**config.mk**
```make
export PLATFORM = sky130hd
export DESIGN_NAME = motor_speed_smoother_pwm_unit
export DESIGN_NICKNAME = d
export VERILOG_FILES = /design/src/hdl/mssp_pkg.sv /design/src/hdl/motor_speed_smoother_pwm_unit.sv /design/src/hdl/mssp_regs.sv /design/src/hdl/mssp_div.sv /design/src/hdl/mssp_dp.sv /design/src/hdl/mssp_ctrl.sv
export SDC_FILE = /design/constraint.sdc
export NUM_CORES = 2
export LEC_CHECK = 0
export BUFFER_PORTS_ARGS = -buffer_cell sky130_fd_sc_hd__buf_2
export CAP_MARGIN = 20
export CORE_MARGIN = 8
export CORE_UTILIZATION = 38
export CTS_CLUSTER_DIAMETER = 200
export CTS_CLUSTER_SIZE = 14
export DETAILED_ROUTE_END_ITERATION = 6
export HOLD_SLACK_MARGIN = 0.08
export PLACE_DENSITY = 0.54
export SLEW_MARGIN = 5
export SYNTH_ARGS = -nofsm -noshare
export SYNTH_HDL_FRONTEND = slang
export SYNTH_SLANG_ARGS = --single-unit
export TNS_END_PERCENT = 5
```
**constraint.sdc**
```tcl
create_clock -name aclk -period 7.4 [get_ports aclk]
set_input_delay 1.48 -clock aclk [delete_from_list [all_inputs] [get_ports aclk]]
set_output_delay 1.48 -clock aclk [all_outputs]
set_load 0.05 [all_outputs]
```
**src/hdl/mssp_pkg.sv**
```systemverilog
// ----------------------------------------------------------------------------
// Motor speed smoother package
// Shared widths, constants, register codes and the control/status bundles
// passed between the controller and the datapath.
// ----------------------------------------------------------------------------
package mssp_pkg;

    // Block size.
    localparam int MOTORS        = 6;
    localparam int HISTORY_DEPTH = 10;
    localparam int DUTY_BITS     = 11;

    // Field widths.
    localparam int MOTOR_W = 3;
    localparam int SPEED_W = 16;
    localparam int WIN_W   = 4;
    localparam int CNT_W   = 12;
    localparam int LED_W   = 8;

    // History memory.
    localparam int HIST_ENTRIES = MOTORS * HISTORY_DEPTH;
    localparam int ADDR_W       = $clog2(HIST_ENTRIES);
    localparam int WINDOW_W     = MOTORS * WIN_W;

    // Arithmetic widths.
    localparam int VAL_W      = SPEED_W + 1;
    localparam int SUM_MAG_W  = $clog2(HISTORY_DEPTH * (2 ** (SPEED_W - 1)) + 1);
    localparam int SUM_W      = SUM_MAG_W + 1;
    localparam int LED_NUM_W  = DUTY_BITS + LED_W;
    localparam int DIV_A_W    = (SUM_MAG_W > LED_NUM_W) ? SUM_MAG_W : LED_NUM_W;
    localparam int DIVIDEND_W = (DIV_A_W > CNT_W) ? DIV_A_W : CNT_W;
    localparam int DIVISOR_W  = DUTY_BITS;
    localparam int DIV_STEP_W = $clog2(DIVIDEND_W);

    // Reset values and constants.
    localparam int LIMIT_RESET = 512;
    localparam logic [WINDOW_W-1:0] WINDOW_RESET = {MOTORS{WIN_W'(1)}};
    localparam int LED_FULL     = 255;
    localparam int SPAN_NUM     = 85;
    localparam int SPAN_DEN     = 100;
    localparam int SPAN_X_W     = DUTY_BITS + 7;
    localparam int SPAN_SHIFT   = 24;
    localparam int SPAN_RECIP   = (2 ** SPAN_SHIFT) / SPAN_DEN + 1;
    localparam int SPAN_RECIP_W = 18;
    localparam int SPAN_PROD_W  = SPAN_X_W + SPAN_RECIP_W;

    // Stream payload widths.
    localparam int S_TDATA_W = ((MOTOR_W + SPEED_W + 7) / 8) * 8;
    localparam int M_TDATA_W = ((MOTOR_W + 1 + DUTY_BITS + 2 * LED_W + 7) / 8) * 8;

    // Configuration port.
    localparam int APB_ADDR_W = 5;
    localparam int APB_DATA_W = 32;
    localparam int REG_IDX_W  = 3;
    localparam logic [REG_IDX_W-1:0] REG_WINDOW = 3'd6;

    // Command kinds.
    localparam logic ACT_SMOOTH = 1'b0;
    localparam logic ACT_DIRECT = 1'b1;

    typedef logic [MOTORS-1:0][DUTY_BITS-1:0] limit_arr_t;

    typedef enum logic [1:0] {
        DIV_MOD,
        DIV_AVG,
        DIV_LED
    } div_op_t;

    typedef struct packed {
        logic    load;
        logic    div_start;
        div_op_t div_op;
        logic    write_hist;
        logic    clear_row;
        logic    sum_start;
        logic    rd_issue;
        logic    avg_take;
        logic    clamp_take;
        logic    led_take;
        logic    led_zero;
        logic    out_load;
    } cmd_t;

    typedef struct packed {
        logic div_done;
        logic rd_last;
        logic span_zero;
    } status_t;

endpackage

```
**src/hdl/motor_speed_smoother_pwm_unit.sv**
```systemverilog
// ----------------------------------------------------------------------------
// Motor speed smoother and sign-magnitude PWM driver
//
//   Channel   Dir  Handshake            Contents
//   s_        in   s_tvalid/s_tready    one speed command per beat
//   m_        out  m_tvalid/m_tready    one PWM/LED result per beat
//   APB       in   psel/penable/pready  duty limits and averaging windows
//
// A smoothed command runs the shared 19-step serial divider up to three
// times (counter mod N, N being the motor's window, the mean, and the LED
// ratio) and the sum reads one history entry per cycle from the
// single-port history memory. A direct command uses at most one divider
// pass, the LED ratio. Reset is synchronous and active low; it clears
// the history through per-entry valid bits, so no clearing pass is needed.
// A new command is taken while a finished result still waits on m_tready.
// ----------------------------------------------------------------------------
module motor_speed_smoother_pwm_unit (
    input  logic                             aclk,
    input  logic                             aresetn,
    // Command stream.
    input  logic                             s_tvalid,
    output logic                             s_tready,
    // [2:0] motor_index, [18:3] speed_command, upper bits zero.
    input  logic [mssp_pkg::S_TDATA_W-1:0]   s_tdata,
    // [0] action: 0 smoothed set, 1 direct set.
    input  logic                             s_tuser,
    // Result stream.
    output logic                             m_tvalid,
    input  logic                             m_tready,
    // [2:0] motor_id, [3] direction, [14:4] duty, [22:15] led_red,
    // [30:23] led_green, upper bits zero.
    output logic [mssp_pkg::M_TDATA_W-1:0]   m_tdata,
    // Configuration port.
    input  logic                             psel,
    input  logic                             penable,
    input  logic                             pwrite,
    input  logic [mssp_pkg::APB_ADDR_W-1:0]  paddr,
    input  logic [mssp_pkg::APB_DATA_W-1:0]  pwdata,
    output logic [mssp_pkg::APB_DATA_W-1:0]  prdata,
    output logic                             pready
);
    import mssp_pkg::*;

    limit_arr_t           limits;
    logic [WINDOW_W-1:0]  windows;
    cmd_t                 cmd;
    status_t              status;
    logic [MOTOR_W-1:0]   in_motor;
    logic [SPEED_W-1:0]   in_speed;

    // Unpack the command beat.
    assign in_motor = s_tdata[MOTOR_W-1:0];
    assign in_speed = s_tdata[MOTOR_W +: SPEED_W];

    // Limits and windows must change only while the block is idle; the block
    // does not enforce this. The datapath samples them when a command is loaded.
    mssp_regs u_regs (
        .aclk    (aclk),
        .aresetn (aresetn),
        .psel    (psel),
        .penable (penable),
        .pwrite  (pwrite),
        .paddr   (paddr),
        .pwdata  (pwdata),
        .prdata  (prdata),
        .pready  (pready),
        .limits  (limits),
        .windows (windows)
    );

    // The controller also drops commands for motors that do not exist:
    // they are accepted in the idle state and produce nothing.
    mssp_ctrl u_ctrl (
        .aclk      (aclk),
        .aresetn   (aresetn),
        .in_valid  (s_tvalid),
        .in_action (s_tuser),
        .in_motor  (in_motor),
        .in_ready  (s_tready),
        .out_valid (m_tvalid),
        .out_ready (m_tready),
        .status    (status),
        .cmd       (cmd)
    );

    mssp_dp u_dp (
        .aclk     (aclk),
        .aresetn  (aresetn),
        .cmd      (cmd),
        .status   (status),
        .in_motor (in_motor),
        .in_speed (in_speed),
        .limits   (limits),
        .windows  (windows),
        .out_data (m_tdata)
    );

`ifndef SYNTHESIS
    // A valid command for a real motor starts work, so the input side closes.
    a_busy_after_accept: assert property (@(posedge aclk) disable iff (!aresetn)
        (s_tvalid && s_tready && (s_tdata[MOTOR_W-1:0] < MOTOR_W'(MOTORS)))
        |=> !s_tready)
        else $error("input still ready after accepting a command");

    // A result always names a real motor and never exceeds its duty limit.
    a_duty_in_limit: assert property (@(posedge aclk) disable iff (!aresetn)
        m_tvalid |-> (m_tdata[2:0] < MOTOR_W'(MOTORS))
                     && (m_tdata[14:4] <= limits[m_tdata[2:0]]))
        else $error("result duty above the motor limit");

    // A forward direction implies a nonzero duty.
    a_dir_needs_duty: assert property (@(posedge aclk) disable iff (!aresetn)
        (m_tvalid && m_tdata[3]) |-> (m_tdata[14:4] != '0))
        else $error("direction set with zero duty");

    // Red and green add up to the full scale or one less, or green is off past the span.
    a_led_split: assert property (@(posedge aclk) disable iff (!aresetn)
        m_tvalid |-> (m_tdata[30:23] == '0)
                     || (({1'b0, m_tdata[22:15]} + {1'b0, m_tdata[30:23]}) == 9'd255)
                     || (({1'b0, m_tdata[22:15]} + {1'b0, m_tdata[30:23]}) == 9'd254))
        else $error("LED colors do not split the full scale");
`endif

endmodule

```
**src/hdl/mssp_regs.sv**
```systemverilog
// ----------------------------------------------------------------------------
// Configuration registers
// APB-style register file holding the per-motor duty limits and the packed
// averaging windows.
// ----------------------------------------------------------------------------
module mssp_regs (
    input  logic                             aclk,
    input  logic                             aresetn,
    input  logic                             psel,
    input  logic                             penable,
    input  logic                             pwrite,
    input  logic [mssp_pkg::APB_ADDR_W-1:0]  paddr,
    input  logic [mssp_pkg::APB_DATA_W-1:0]  pwdata,
    output logic [mssp_pkg::APB_DATA_W-1:0]  prdata,
    output logic                             pready,
    output mssp_pkg::limit_arr_t             limits,
    output logic [mssp_pkg::WINDOW_W-1:0]    windows
);
    import mssp_pkg::*;

    limit_arr_t            limit_reg;
    logic [WINDOW_W-1:0]   window_reg;
    logic [REG_IDX_W-1:0]  reg_idx;
    logic                  wr_en;

    assign pready  = 1'b1;
    assign reg_idx = paddr[APB_ADDR_W-1:2];
    assign wr_en   = psel && penable && pwrite && pready;

    always_ff @(posedge aclk) begin
        if (!aresetn) begin
            for (int k = 0; k < MOTORS; k++) begin
                limit_reg[k] <= DUTY_BITS'(LIMIT_RESET);
            end
            window_reg <= WINDOW_RESET;
        end else if (wr_en) begin
            for (int k = 0; k < MOTORS; k++) begin
                if (reg_idx == REG_IDX_W'(k)) begin
                    limit_reg[k] <= pwdata[DUTY_BITS-1:0];
                end
            end
            if (reg_idx == REG_WINDOW) begin
                window_reg <= pwdata[WINDOW_W-1:0];
            end
        end
    end

    always_comb begin
        prdata = '0;
        for (int k = 0; k < MOTORS; k++) begin
            if (reg_idx == REG_IDX_W'(k)) begin
                prdata = APB_DATA_W'(limit_reg[k]);
            end
        end
        if (reg_idx == REG_WINDOW) begin
            prdata = APB_DATA_W'(window_reg);
        end
    end

    assign limits  = limit_reg;
    assign windows = window_reg;

endmodule

```
**src/hdl/mssp_div.sv**
```systemverilog
// ----------------------------------------------------------------------------
// Serial divider
// Restoring unsigned divider, one quotient bit per cycle; quotient and
// remainder hold until the next start.
// ----------------------------------------------------------------------------
module mssp_div (
    input  logic                             aclk,
    input  logic                             aresetn,
    input  logic                             start,
    input  logic [mssp_pkg::DIVIDEND_W-1:0]  dividend,
    input  logic [mssp_pkg::DIVISOR_W-1:0]   divisor,
    output logic                             done,
    output logic [mssp_pkg::DIVIDEND_W-1:0]  quotient,
    output logic [mssp_pkg::DIVISOR_W-1:0]   remainder
);
    import mssp_pkg::*;

    logic [DIVIDEND_W-1:0]  quo_reg;
    logic [DIVISOR_W-1:0]   rem_reg;
    logic [DIVISOR_W-1:0]   dvs_reg;
    logic [DIV_STEP_W-1:0]  step_reg;
    logic                   run_reg;
    logic                   done_reg;
    logic [DIVISOR_W:0]     shifted;
    logic [DIVISOR_W+1:0]   diff;
    logic                   fits;

    // The partial remainder stays below the divisor, so one extra bit holds
    // the shifted value and one more catches a negative trial difference.
    assign shifted = {rem_reg, quo_reg[DIVIDEND_W-1]};
    assign diff    = {1'b0, shifted} - {2'b00, dvs_reg};
    assign fits    = !diff[DIVISOR_W+1];

    always_ff @(posedge aclk) begin
        if (!aresetn) begin
            run_reg  <= 1'b0;
            done_reg <= 1'b0;
            step_reg <= '0;
        end else if (start) begin
            run_reg  <= 1'b1;
            done_reg <= 1'b0;
            step_reg <= '0;
        end else if (run_reg) begin
            if (step_reg == DIV_STEP_W'(DIVIDEND_W - 1)) begin
                run_reg  <= 1'b0;
                done_reg <= 1'b1;
            end else begin
                step_reg <= step_reg + 1'b1;
            end
        end
    end

    always_ff @(posedge aclk) begin
        if (start) begin
            quo_reg <= dividend;
            rem_reg <= '0;
            dvs_reg <= divisor;
        end else if (run_reg) begin
            quo_reg <= {quo_reg[DIVIDEND_W-2:0], fits};
            rem_reg <= fits ? diff[DIVISOR_W-1:0] : shifted[DIVISOR_W-1:0];
        end
    end

    assign done      = done_reg;
    assign quotient  = quo_reg;
    assign remainder = rem_reg;

endmodule

```
**src/hdl/mssp_dp.sv**
```systemverilog
// ----------------------------------------------------------------------------
// Smoother datapath
// History memory with per-entry valid bits, write counters, running sum,
// clamp, LED span and the shared serial divider.
// ----------------------------------------------------------------------------
module mssp_dp (
    input  logic                             aclk,
    input  logic                             aresetn,
    input  mssp_pkg::cmd_t                   cmd,
    output mssp_pkg::status_t                status,
    input  logic [mssp_pkg::MOTOR_W-1:0]     in_motor,
    input  logic [mssp_pkg::SPEED_W-1:0]     in_speed,
    input  mssp_pkg::limit_arr_t             limits,
    input  logic [mssp_pkg::WINDOW_W-1:0]    windows,
    output logic [mssp_pkg::M_TDATA_W-1:0]   out_data
);
    import mssp_pkg::*;

    // Item registers.
    logic [MOTOR_W-1:0]       m_reg;
    logic [SPEED_W-1:0]       speed_reg;
    logic [DUTY_BITS-1:0]     lim_reg;
    logic [WIN_W-1:0]         n_reg;
    logic signed [VAL_W-1:0]  value_reg;
    logic [DUTY_BITS-1:0]     duty_reg;
    logic                     dir_reg;
    logic [LED_W-1:0]         red_reg;
    logic [LED_W-1:0]         green_reg;
    logic [M_TDATA_W-1:0]     out_data_reg;

    // Selection of the incoming motor's settings.
    logic [WIN_W-1:0]         win_field;
    logic [WIN_W-1:0]         win_sel;
    logic [DUTY_BITS-1:0]     lim_sel;

    // Per-motor write counters.
    logic [CNT_W-1:0]         cnt_reg [MOTORS];
    logic [CNT_W-1:0]         cur_cnt;

    // History memory.
    logic [SPEED_W-1:0]       hist_mem [HIST_ENTRIES];
    logic [HIST_ENTRIES-1:0]  hist_valid_reg;
    logic [ADDR_W-1:0]        row_base;
    logic [ADDR_W-1:0]        wr_addr;
    logic [ADDR_W-1:0]        rd_addr;
    logic [WIN_W-1:0]         rd_idx_reg;
    logic                     rd_pend_reg;
    logic [SPEED_W-1:0]       rd_data_reg;
    logic                     rd_valid_reg;
    logic [SPEED_W-1:0]       rd_word;
    logic signed [SUM_W-1:0]  rd_ext;
    logic signed [SUM_W-1:0]  acc_reg;
    logic                     acc_neg;
    logic [SUM_W-1:0]         acc_abs;

    // Divider.
    logic [DIVIDEND_W-1:0]    div_a;
    logic [DIVISOR_W-1:0]     div_b;
    logic                     div_done;
    logic [DIVIDEND_W-1:0]    div_quo;
    logic [DIVISOR_W-1:0]     div_rem;

    // Span, clamp and LED.
    logic [SPAN_X_W-1:0]      span_x_reg;
    logic [SPAN_PROD_W-1:0]   span_prod;
    logic [DUTY_BITS-1:0]     span_reg;
    logic signed [VAL_W-1:0]  avg_q;
    logic signed [VAL_W-1:0]  avg_val;
    logic signed [VAL_W-1:0]  lim_s;
    logic signed [VAL_W-1:0]  clamped;
    logic [VAL_W-1:0]         clamp_abs;
    logic [DIVIDEND_W-1:0]    led_num;
    logic [LED_W-1:0]         red_next;
    logic [LED_W-1:0]         green_next;

    always_comb begin
        win_field = '0;
        lim_sel   = '0;
        for (int k = 0; k < MOTORS; k++) begin
            if (in_motor == MOTOR_W'(k)) begin
                win_field = windows[k*WIN_W +: WIN_W];
                lim_sel   = limits[k];
            end
        end
        if (win_field == '0) begin
            win_sel = WIN_W'(1);
        end else if (win_field > WIN_W'(HISTORY_DEPTH)) begin
            win_sel = WIN_W'(HISTORY_DEPTH);
        end else begin
            win_sel = win_field;
        end
    end

    always_ff @(posedge aclk) begin
        if (cmd.load) begin
            m_reg     <= in_motor;
            speed_reg <= in_speed;
            lim_reg   <= lim_sel;
            n_reg     <= win_sel;
        end
    end

    assign cur_cnt = cnt_reg[m_reg];

    always_ff @(posedge aclk) begin
        if (!aresetn) begin
            for (int k = 0; k < MOTORS; k++) begin
                cnt_reg[k] <= '0;
            end
        end else if (cmd.write_hist) begin
            cnt_reg[m_reg] <= cur_cnt + 1'b1;
        end
    end

    // Slot = counter mod window comes out of the divider as its remainder.
    assign row_base = ADDR_W'(m_reg) * ADDR_W'(HISTORY_DEPTH);
    assign wr_addr  = row_base + ADDR_W'(div_rem[WIN_W-1:0]);
    assign rd_addr  = row_base + ADDR_W'(rd_idx_reg);

    always_ff @(posedge aclk) begin
        if (cmd.write_hist) begin
            hist_mem[wr_addr] <= speed_reg;
        end
        if (cmd.rd_issue) begin
            rd_data_reg  <= hist_mem[rd_addr];
            rd_valid_reg <= hist_valid_reg[rd_addr];
        end
    end

    // An entry never written since reset or since its row was cleared reads
    // as zero.
    always_ff @(posedge aclk) begin
        if (!aresetn) begin
            hist_valid_reg <= '0;
        end else begin
            if (cmd.write_hist) begin
                hist_valid_reg[wr_addr] <= 1'b1;
            end
            for (int e = 0; e < HIST_ENTRIES; e++) begin
                if (cmd.clear_row && ((e / HISTORY_DEPTH) == int'(m_reg))) begin
                    hist_valid_reg[e] <= 1'b0;
                end
            end
        end
    end

    assign rd_word = rd_valid_reg ? rd_data_reg : '0;
    assign rd_ext  = {{(SUM_W - SPEED_W){rd_word[SPEED_W-1]}}, rd_word};

    always_ff @(posedge aclk) begin
        if (!aresetn) begin
            rd_pend_reg <= 1'b0;
            rd_idx_reg  <= '0;
        end else begin
            rd_pend_reg <= cmd.rd_issue;
            if (cmd.sum_start) begin
                rd_idx_reg <= '0;
            end else if (cmd.rd_issue) begin
                rd_idx_reg <= rd_idx_reg + 1'b1;
            end
        end
    end

    always_ff @(posedge aclk) begin
        if (cmd.sum_start) begin
            acc_reg <= '0;
        end else if (rd_pend_reg) begin
            acc_reg <= acc_reg + rd_ext;
        end
    end

    assign acc_neg = acc_reg[SUM_W-1];
    assign acc_abs = acc_neg ? SUM_W'(-acc_reg) : SUM_W'(acc_reg);

    // Span is 85% of the limit, floor(85 * limit / 100), by reciprocal.
    assign span_prod = SPAN_PROD_W'(span_x_reg) * SPAN_PROD_W'(SPAN_RECIP);

    always_ff @(posedge aclk) begin
        span_x_reg <= SPAN_X_W'(lim_reg) * SPAN_X_W'(SPAN_NUM);
        span_reg   <= span_prod[SPAN_SHIFT +: DUTY_BITS];
    end

    assign led_num = DIVIDEND_W'(duty_reg) * DIVIDEND_W'(LED_FULL);

    always_comb begin
        case (cmd.div_op)
            DIV_MOD: begin
                div_a = DIVIDEND_W'(cur_cnt);
                div_b = DIVISOR_W'(n_reg);
            end
            DIV_AVG: begin
                div_a = DIVIDEND_W'(acc_abs[SUM_MAG_W-1:0]);
                div_b = DIVISOR_W'(n_reg);
            end
            DIV_LED: begin
                div_a = led_num;
                div_b = span_reg;
            end
            default: begin
                div_a = '0;
                div_b = '0;
            end
        endcase
    end

    mssp_div u_div (
        .aclk      (aclk),
        .aresetn   (aresetn),
        .start     (cmd.div_start),
        .dividend  (div_a),
        .divisor   (div_b),
        .done      (div_done),
        .quotient  (div_quo),
        .remainder (div_rem)
    );

    // Mean truncated toward zero: divide the magnitude, then restore the sign.
    assign avg_q   = $signed(div_quo[VAL_W-1:0]);
    assign avg_val = acc_neg ? -avg_q : avg_q;

    always_ff @(posedge aclk) begin
        if (cmd.load) begin
            value_reg <= {in_speed[SPEED_W-1], in_speed};
        end else if (cmd.avg_take) begin
            value_reg <= avg_val;
        end
    end

    assign lim_s = $signed(VAL_W'(lim_reg));

    always_comb begin
        if (lim_reg == '0) begin
            clamped = '0;
        end else if (value_reg > lim_s) begin
            clamped = lim_s;
        end else if (value_reg < -lim_s) begin
            clamped = -lim_s;
        end else begin
            clamped = value_reg;
        end
        clamp_abs = clamped[VAL_W-1] ? VAL_W'(-clamped) : VAL_W'(clamped);
    end

    always_ff @(posedge aclk) begin
        if (cmd.clamp_take) begin
            duty_reg <= clamp_abs[DUTY_BITS-1:0];
            dir_reg  <= !clamped[VAL_W-1] && (clamped != '0);
        end
    end

    // Green is 255 minus the rounded-up red ratio while the duty is below
    // the span.
    always_comb begin
        if (div_quo > DIVIDEND_W'(LED_FULL)) begin
            red_next = LED_W'(LED_FULL);
        end else begin
            red_next = div_quo[LED_W-1:0];
        end
        if (duty_reg >= span_reg) begin
            green_next = '0;
        end else if (div_rem == '0) begin
            green_next = LED_W'(LED_FULL) - div_quo[LED_W-1:0];
        end else begin
            green_next = LED_W'(LED_FULL - 1) - div_quo[LED_W-1:0];
        end
    end

    always_ff @(posedge aclk) begin
        if (cmd.led_take) begin
            red_reg   <= red_next;
            green_reg <= green_next;
        end else if (cmd.led_zero) begin
            red_reg   <= (duty_reg != '0) ? LED_W'(LED_FULL) : '0;
            green_reg <= (duty_reg != '0) ? '0 : LED_W'(LED_FULL);
        end
    end

    always_ff @(posedge aclk) begin
        if (cmd.out_load) begin
            out_data_reg <= M_TDATA_W'({green_reg, red_reg, duty_reg, dir_reg, m_reg});
        end
    end

    assign out_data         = out_data_reg;
    assign status.div_done  = div_done;
    assign status.rd_last   = (rd_idx_reg == (n_reg - 1'b1));
    assign status.span_zero = (span_reg == '0);

endmodule

```
**src/hdl/mssp_ctrl.sv**
```systemverilog
// ----------------------------------------------------------------------------
// Smoother controller
// Sequences one command through update and averaging, or a row clear for a
// direct command, then clamp and LED division; owns the output valid flag.
// ----------------------------------------------------------------------------
module mssp_ctrl (
    input  logic                          aclk,
    input  logic                          aresetn,
    input  logic                          in_valid,
    input  logic                          in_action,
    input  logic [mssp_pkg::MOTOR_W-1:0]  in_motor,
    output logic                          in_ready,
    output logic                          out_valid,
    input  logic                          out_ready,
    input  mssp_pkg::status_t             status,
    output mssp_pkg::cmd_t                cmd
);
    import mssp_pkg::*;

    typedef enum logic [11:0] {
        S_IDLE     = 12'b000000000001,
        S_MOD_GO   = 12'b000000000010,
        S_MOD_WAIT = 12'b000000000100,
        S_WRITE    = 12'b000000001000,
        S_SUM      = 12'b000000010000,
        S_SUM_END  = 12'b000000100000,
        S_AVG_GO   = 12'b000001000000,
        S_AVG_WAIT = 12'b000010000000,
        S_CLEAR    = 12'b000100000000,
        S_CLAMP    = 12'b001000000000,
        S_LED_GO   = 12'b010000000000,
        S_LED_WAIT = 12'b100000000000
    } state_t;

    state_t state_reg;
    state_t state_next;
    logic   out_valid_reg;
    logic   out_valid_next;
    logic   emit_reg;
    logic   emit_next;

    // The result waits in emit_reg until the output register is free.
    always_comb begin
        cmd        = '0;
        state_next = state_reg;
        emit_next  = emit_reg;
        if (emit_reg) begin
            if (!out_valid_reg || out_ready) begin
                cmd.out_load = 1'b1;
                emit_next    = 1'b0;
            end
        end else begin
            case (state_reg)
                S_IDLE: begin
                    if (in_valid && (in_motor < MOTOR_W'(MOTORS))) begin
                        cmd.load   = 1'b1;
                        state_next = (in_action == ACT_DIRECT) ? S_CLEAR : S_MOD_GO;
                    end
                end
                S_MOD_GO: begin
                    cmd.div_start = 1'b1;
                    cmd.div_op    = DIV_MOD;
                    state_next    = S_MOD_WAIT;
                end
                S_MOD_WAIT: begin
                    if (status.div_done) begin
                        state_next = S_WRITE;
                    end
                end
                S_WRITE: begin
                    cmd.write_hist = 1'b1;
                    cmd.sum_start  = 1'b1;
                    state_next     = S_SUM;
                end
                S_SUM: begin
                    cmd.rd_issue = 1'b1;
                    if (status.rd_last) begin
                        state_next = S_SUM_END;
                    end
                end
                S_SUM_END: begin
                    state_next = S_AVG_GO;
                end
                S_AVG_GO: begin
                    cmd.div_start = 1'b1;
                    cmd.div_op    = DIV_AVG;
                    state_next    = S_AVG_WAIT;
                end
                S_AVG_WAIT: begin
                    if (status.div_done) begin
                        cmd.avg_take = 1'b1;
                        state_next   = S_CLAMP;
                    end
                end
                S_CLEAR: begin
                    cmd.clear_row = 1'b1;
                    state_next    = S_CLAMP;
                end
                S_CLAMP: begin
                    cmd.clamp_take = 1'b1;
                    state_next     = S_LED_GO;
                end
                S_LED_GO: begin
                    if (status.span_zero) begin
                        cmd.led_zero = 1'b1;
                        emit_next    = 1'b1;
                        state_next   = S_IDLE;
                    end else begin
                        cmd.div_start = 1'b1;
                        cmd.div_op    = DIV_LED;
                        state_next    = S_LED_WAIT;
                    end
                end
                S_LED_WAIT: begin
                    if (status.div_done) begin
                        cmd.led_take = 1'b1;
                        emit_next    = 1'b1;
                        state_next   = S_IDLE;
                    end
                end
                default: begin
                    state_next = S_IDLE;
                end
            endcase
        end
    end

    always_comb begin
        if (cmd.out_load) begin
            out_valid_next = 1'b1;
        end else if (out_ready) begin
            out_valid_next = 1'b0;
        end else begin
            out_valid_next = out_valid_reg;
        end
    end

    always_ff @(posedge aclk) begin
        if (!aresetn) begin
            state_reg     <= S_IDLE;
            out_valid_reg <= 1'b0;
            emit_reg      <= 1'b0;
        end else begin
            state_reg     <= state_next;
            out_valid_reg <= out_valid_next;
            emit_reg      <= emit_next;
        end
    end

    assign in_ready  = (state_reg == S_IDLE) && !emit_reg;
    assign out_valid = out_valid_reg;

endmodule

```
==> flow_summary_export.csv <==
group,metric,value,unit
floorplan,core-area,185000,um2
final_layout,largest_reg_flops,960,
critical_path,endpoint_kind,"flip-flop",
detailed_routing,drt-total-wl,177000,um
synthesis,syn_area,70600,um2
sta,maxSlewHeadroom,21.8,%
critical_path,max_stage_delay,0.56,ns
clock_tree,post_cts_buffers,0,
clock_tree,clkSinkCount,1452,
placed_design,numPortBuffers,110,
sta,worstMarginPinSlew,1.17,ns
floorplan,ioPinCount,136,
final_layout,layout.cells.non_filler,7631,
synthesis,ys_types,74,
clock_tree,cts.clk_slew.worst_paths,0.07,ns
critical_path,r2r_start,"u_dp.span_x_reg[16]$_DFF_P_",
synthesis,postSynthCellCount,4910,
synthesis,syn_area_per_cell,14.4,um2
critical_path,cp.arrival,7.10,ns
detailed_routing,drc,0,
floorplan,die_h,447,um
placed_design,dpl.cell_count,7405,
sta,setup_viol,0,
final_layout,seqCellArea,41200,um2
final_layout,multiInputGateArea,27000,um2
critical_path,critPathMostFrequentCell,"fa_1",
hold_path,min_path_type,"reg -> reg",
grt,track_usage,17.4,%
floorplan,rows,158,
critical_path,r2r_cells,20,
placed_design,place.gp.congestion,0.841,
critical_path,crit_path_start_kind,"flip-flop",
final_layout,drive_gt1_share,15.2,%
synthesis,ys_ff_latch,1452,
grt,antenna_found_initial,16,
clock_tree,clockBufferDepth,3,
clock_tree,cts_tree,"built",
critical_path,critPathRequiredTime,8.08,ns
placed_design,detailed_place_hpwl,115000,um
grt,grt_pass1_vias,40591,
detailed_routing,vias_per_cell,5.23,
clock_tree,clockRootBuffer,"clkbuf_16",
run_status,status,"completed",
detailed_routing,final_antenna_net_count,0,
sta,hold_violations,0,
final_layout,fin_nets,5628,
synthesis,ys_async_sr_fraction,0,%
clock_tree,numCtsBuffers,113,
sta,setup_tns,0,ns
synthesis,ys_seq_area_share,58.4,%
sta,grt_setup_unrepaired,"false",
sta,finClkSkew,0.0549,ns
clock_tree,ctsResizeCount,0,
critical_path,cp_max_fo,6,
sta,timing.fmax,156,MHz
critical_path,crit_chain,"inv_1 -> ha_1 -> fa_1 -> fa_1 -> inv_1 -> fa_1 -> fa_1 -> inv_1 -> fa_1 -> inv_1 -> ha_1 -> a21oi_1 -> o21ai_0 -> a21o_1 -> a221o_1 -> a31o_2 -> o311ai_0 -> nand3_1 -> o41ai_1 -> xnor2_1",
synthesis,synth-edff-count,1213,
floorplan,start_util,38.1,%
floorplan,die_w,447,um
clock_tree,htree_levels,3,
critical_path,rrSetupSlack,0.98,ns
sta,fin_crit_sh,86.8,%
grt,grt_start_max_net_pins,108,
floorplan,die-area,200000,um2
detailed_routing,drtIter0Drc,2978,
grt,grt_pass1_wl,264000,um
detailed_routing,vias,39931,
sta,worst_slack,0.977,ns
hold_path,hold_depth,0,
critical_path,cp_slowest_cell,"fa_1",
final_layout,fillers,16946,
final_layout,area_growth,10.6,%
synthesis,synth_top_area_share,51.6,%
sta,post-route-min-period,6.42,ns
synthesis,yosysTopAreaCell,"edfxtp_1",
run,max_cap_viol_count,0,
critical_path,path_class,"reg -> reg",
clock_tree,clock_latency,0.77,ns
grt,overflow,0,
detailed_routing,dr.pass1.iters,5,
hold_path,min_to,"u_dp.out_data[15]$_DFFE_PP_",
clock_tree,holdBufCountCts,0,
final_layout,final_common_cell,"edfxtp_1",
placed_design,pre_cts_ws,1.00,ns
detailed_routing,wl_per_cell,23.2,um
synthesis,synth-main-ff-cell,"edfxtp_1",
synthesis,yosys_warnings,0,
synthesis,yosys-top-cells-area,"edfxtp_1 52%, mux4_2 11%, dfxtp_1 6.8%",
final_layout,final_cell_mix,"1213 x edfxtp_1, 481 x inv_1, 350 x nand2_1, 331 x mux4_2, 322 x ha_1",
hold_path,min-delay-start,"u_dp.red_reg[0]$_DFFE_PP_",
critical_path,r2r-end,"u_dp.span_reg[10]$_DFF_P_",
sta,slew_violations,0,
==> metal layers <==
metal / track usage (%) / wire (um) / vias up / share of wire (%)
li1: - / - / 18331 / -
met1: 24.1 / 79200 / 20490 / 45
met2: 29.1 / 85300 / 874 / 48
met3: 2.19 / 7290 / 236 / 4.1
met4: 5.21 / 5190 / 0 / 2.9
met5: 0 / 0 / - / 0
==> cell usage after synthesis (30+ instances only) <==
cell,number
edfxtp_1,1213
inv_1,482
nand2_1,350
mux4_2,331
ha_1,323
nor2_1,311
dfxtp_1,239
fa_1,193
clkbuf_1,158
o21ai_0,150
a21oi_1,137
mux2i_1,126
o21a_1,98
xnor2_1,89
nor2b_1,63
a21boi_0,61
xor2_1,51
nand3_1,50
nor3_1,49
buf_1,38
and3_1,30
==> worst max-delay path, delay by kind of cell, from the launching register on <==
family                   cells  cell delay, ns
AND/OR/NAND/NOR              1            0.21
AO/OA/AOI/OAI                7            1.84
flip-flops                   1            0.52
XOR/XNOR                     1            0.16
adder cells (fa/ha/maj)      7            3.26
buffers and inverters        4            0.36
==> logic make-up (layout without fill, tap and decap cells) <==
| group | count (synthesis) | after routing | synth area share, % |
|---|---|---|---|
| AO/OA/AOI/OAI | 640 | 640 | 5.94 |
| XOR/XNOR | 140 | 140 | 1.74 |
| adder cells (fa/ha/maj) | 516 | 516 | 11.2 |
| buffers and inverters | 699 | 921 | 3.79 |
| flip-flops | 1452 | 1452 | 58.4 |
| multiplexers | 468 | 468 | 12.5 |
| other | 2 | 21 | 0.0106 |
| AND/OR/NAND/NOR | 993 | 993 | 6.40 |
==> final cells by class <==
cell class                 count  area share (%)
timing repair buffer         225            1.95
multi-input combinational   2767            34.5
sequential                  1452            52.8
tap                         2480            3.98
clock inverter                 6           0.204
clock buffer                 206            4.13
inverter                     484            2.33
antenna                       11          0.0353
==> stage by stage <==
step / hold WS (ns) / instance area (um2) / util, %
after global routing: 0.426 / 78000 / 42.2
after detailed placement: 0.405 / 74600 / 40.3
final: 0.418 / 78000 / 42.2
after floorplan: 0.399 / 70600 / -
after CTS: 0.420 / 78000 / 42.1
after global placement: 0.405 / 74600 / 40.3
==> worst max-delay path by stage <==
stage / cells past startpoint / slack (ns) / endpoint / start
final: 20 / 0.98 / u_dp.span_reg[10]$_DFF_P_ / u_dp.span_x_reg[16]$_DFF_P_
after global routing: 20 / 0.60 / u_dp.span_reg[10]$_DFF_P_ / u_dp.span_x_reg[8]$_DFF_P_
after CTS: 20 / 0.97 / u_dp.span_reg[10]$_DFF_P_ / u_dp.span_x_reg[12]$_DFF_P_
after detailed placement: 20 / 1.00 / u_dp.span_reg[10]$_DFF_P_ / u_dp.span_x_reg[12]$_DFF_P_
after global placement: 20 / 1.06 / u_dp.span_reg[10]$_DFF_P_ / u_dp.span_x_reg[12]$_DFF_P_
after floorplan: 20 / 1.50 / u_dp.span_reg[10]$_DFF_P_ / u_dp.span_x_reg[8]$_DFF_P_
Power is left out: the tool's default activity adds up to more than one toggle a clock period on the data nets, which glitch-free logic cannot reach.
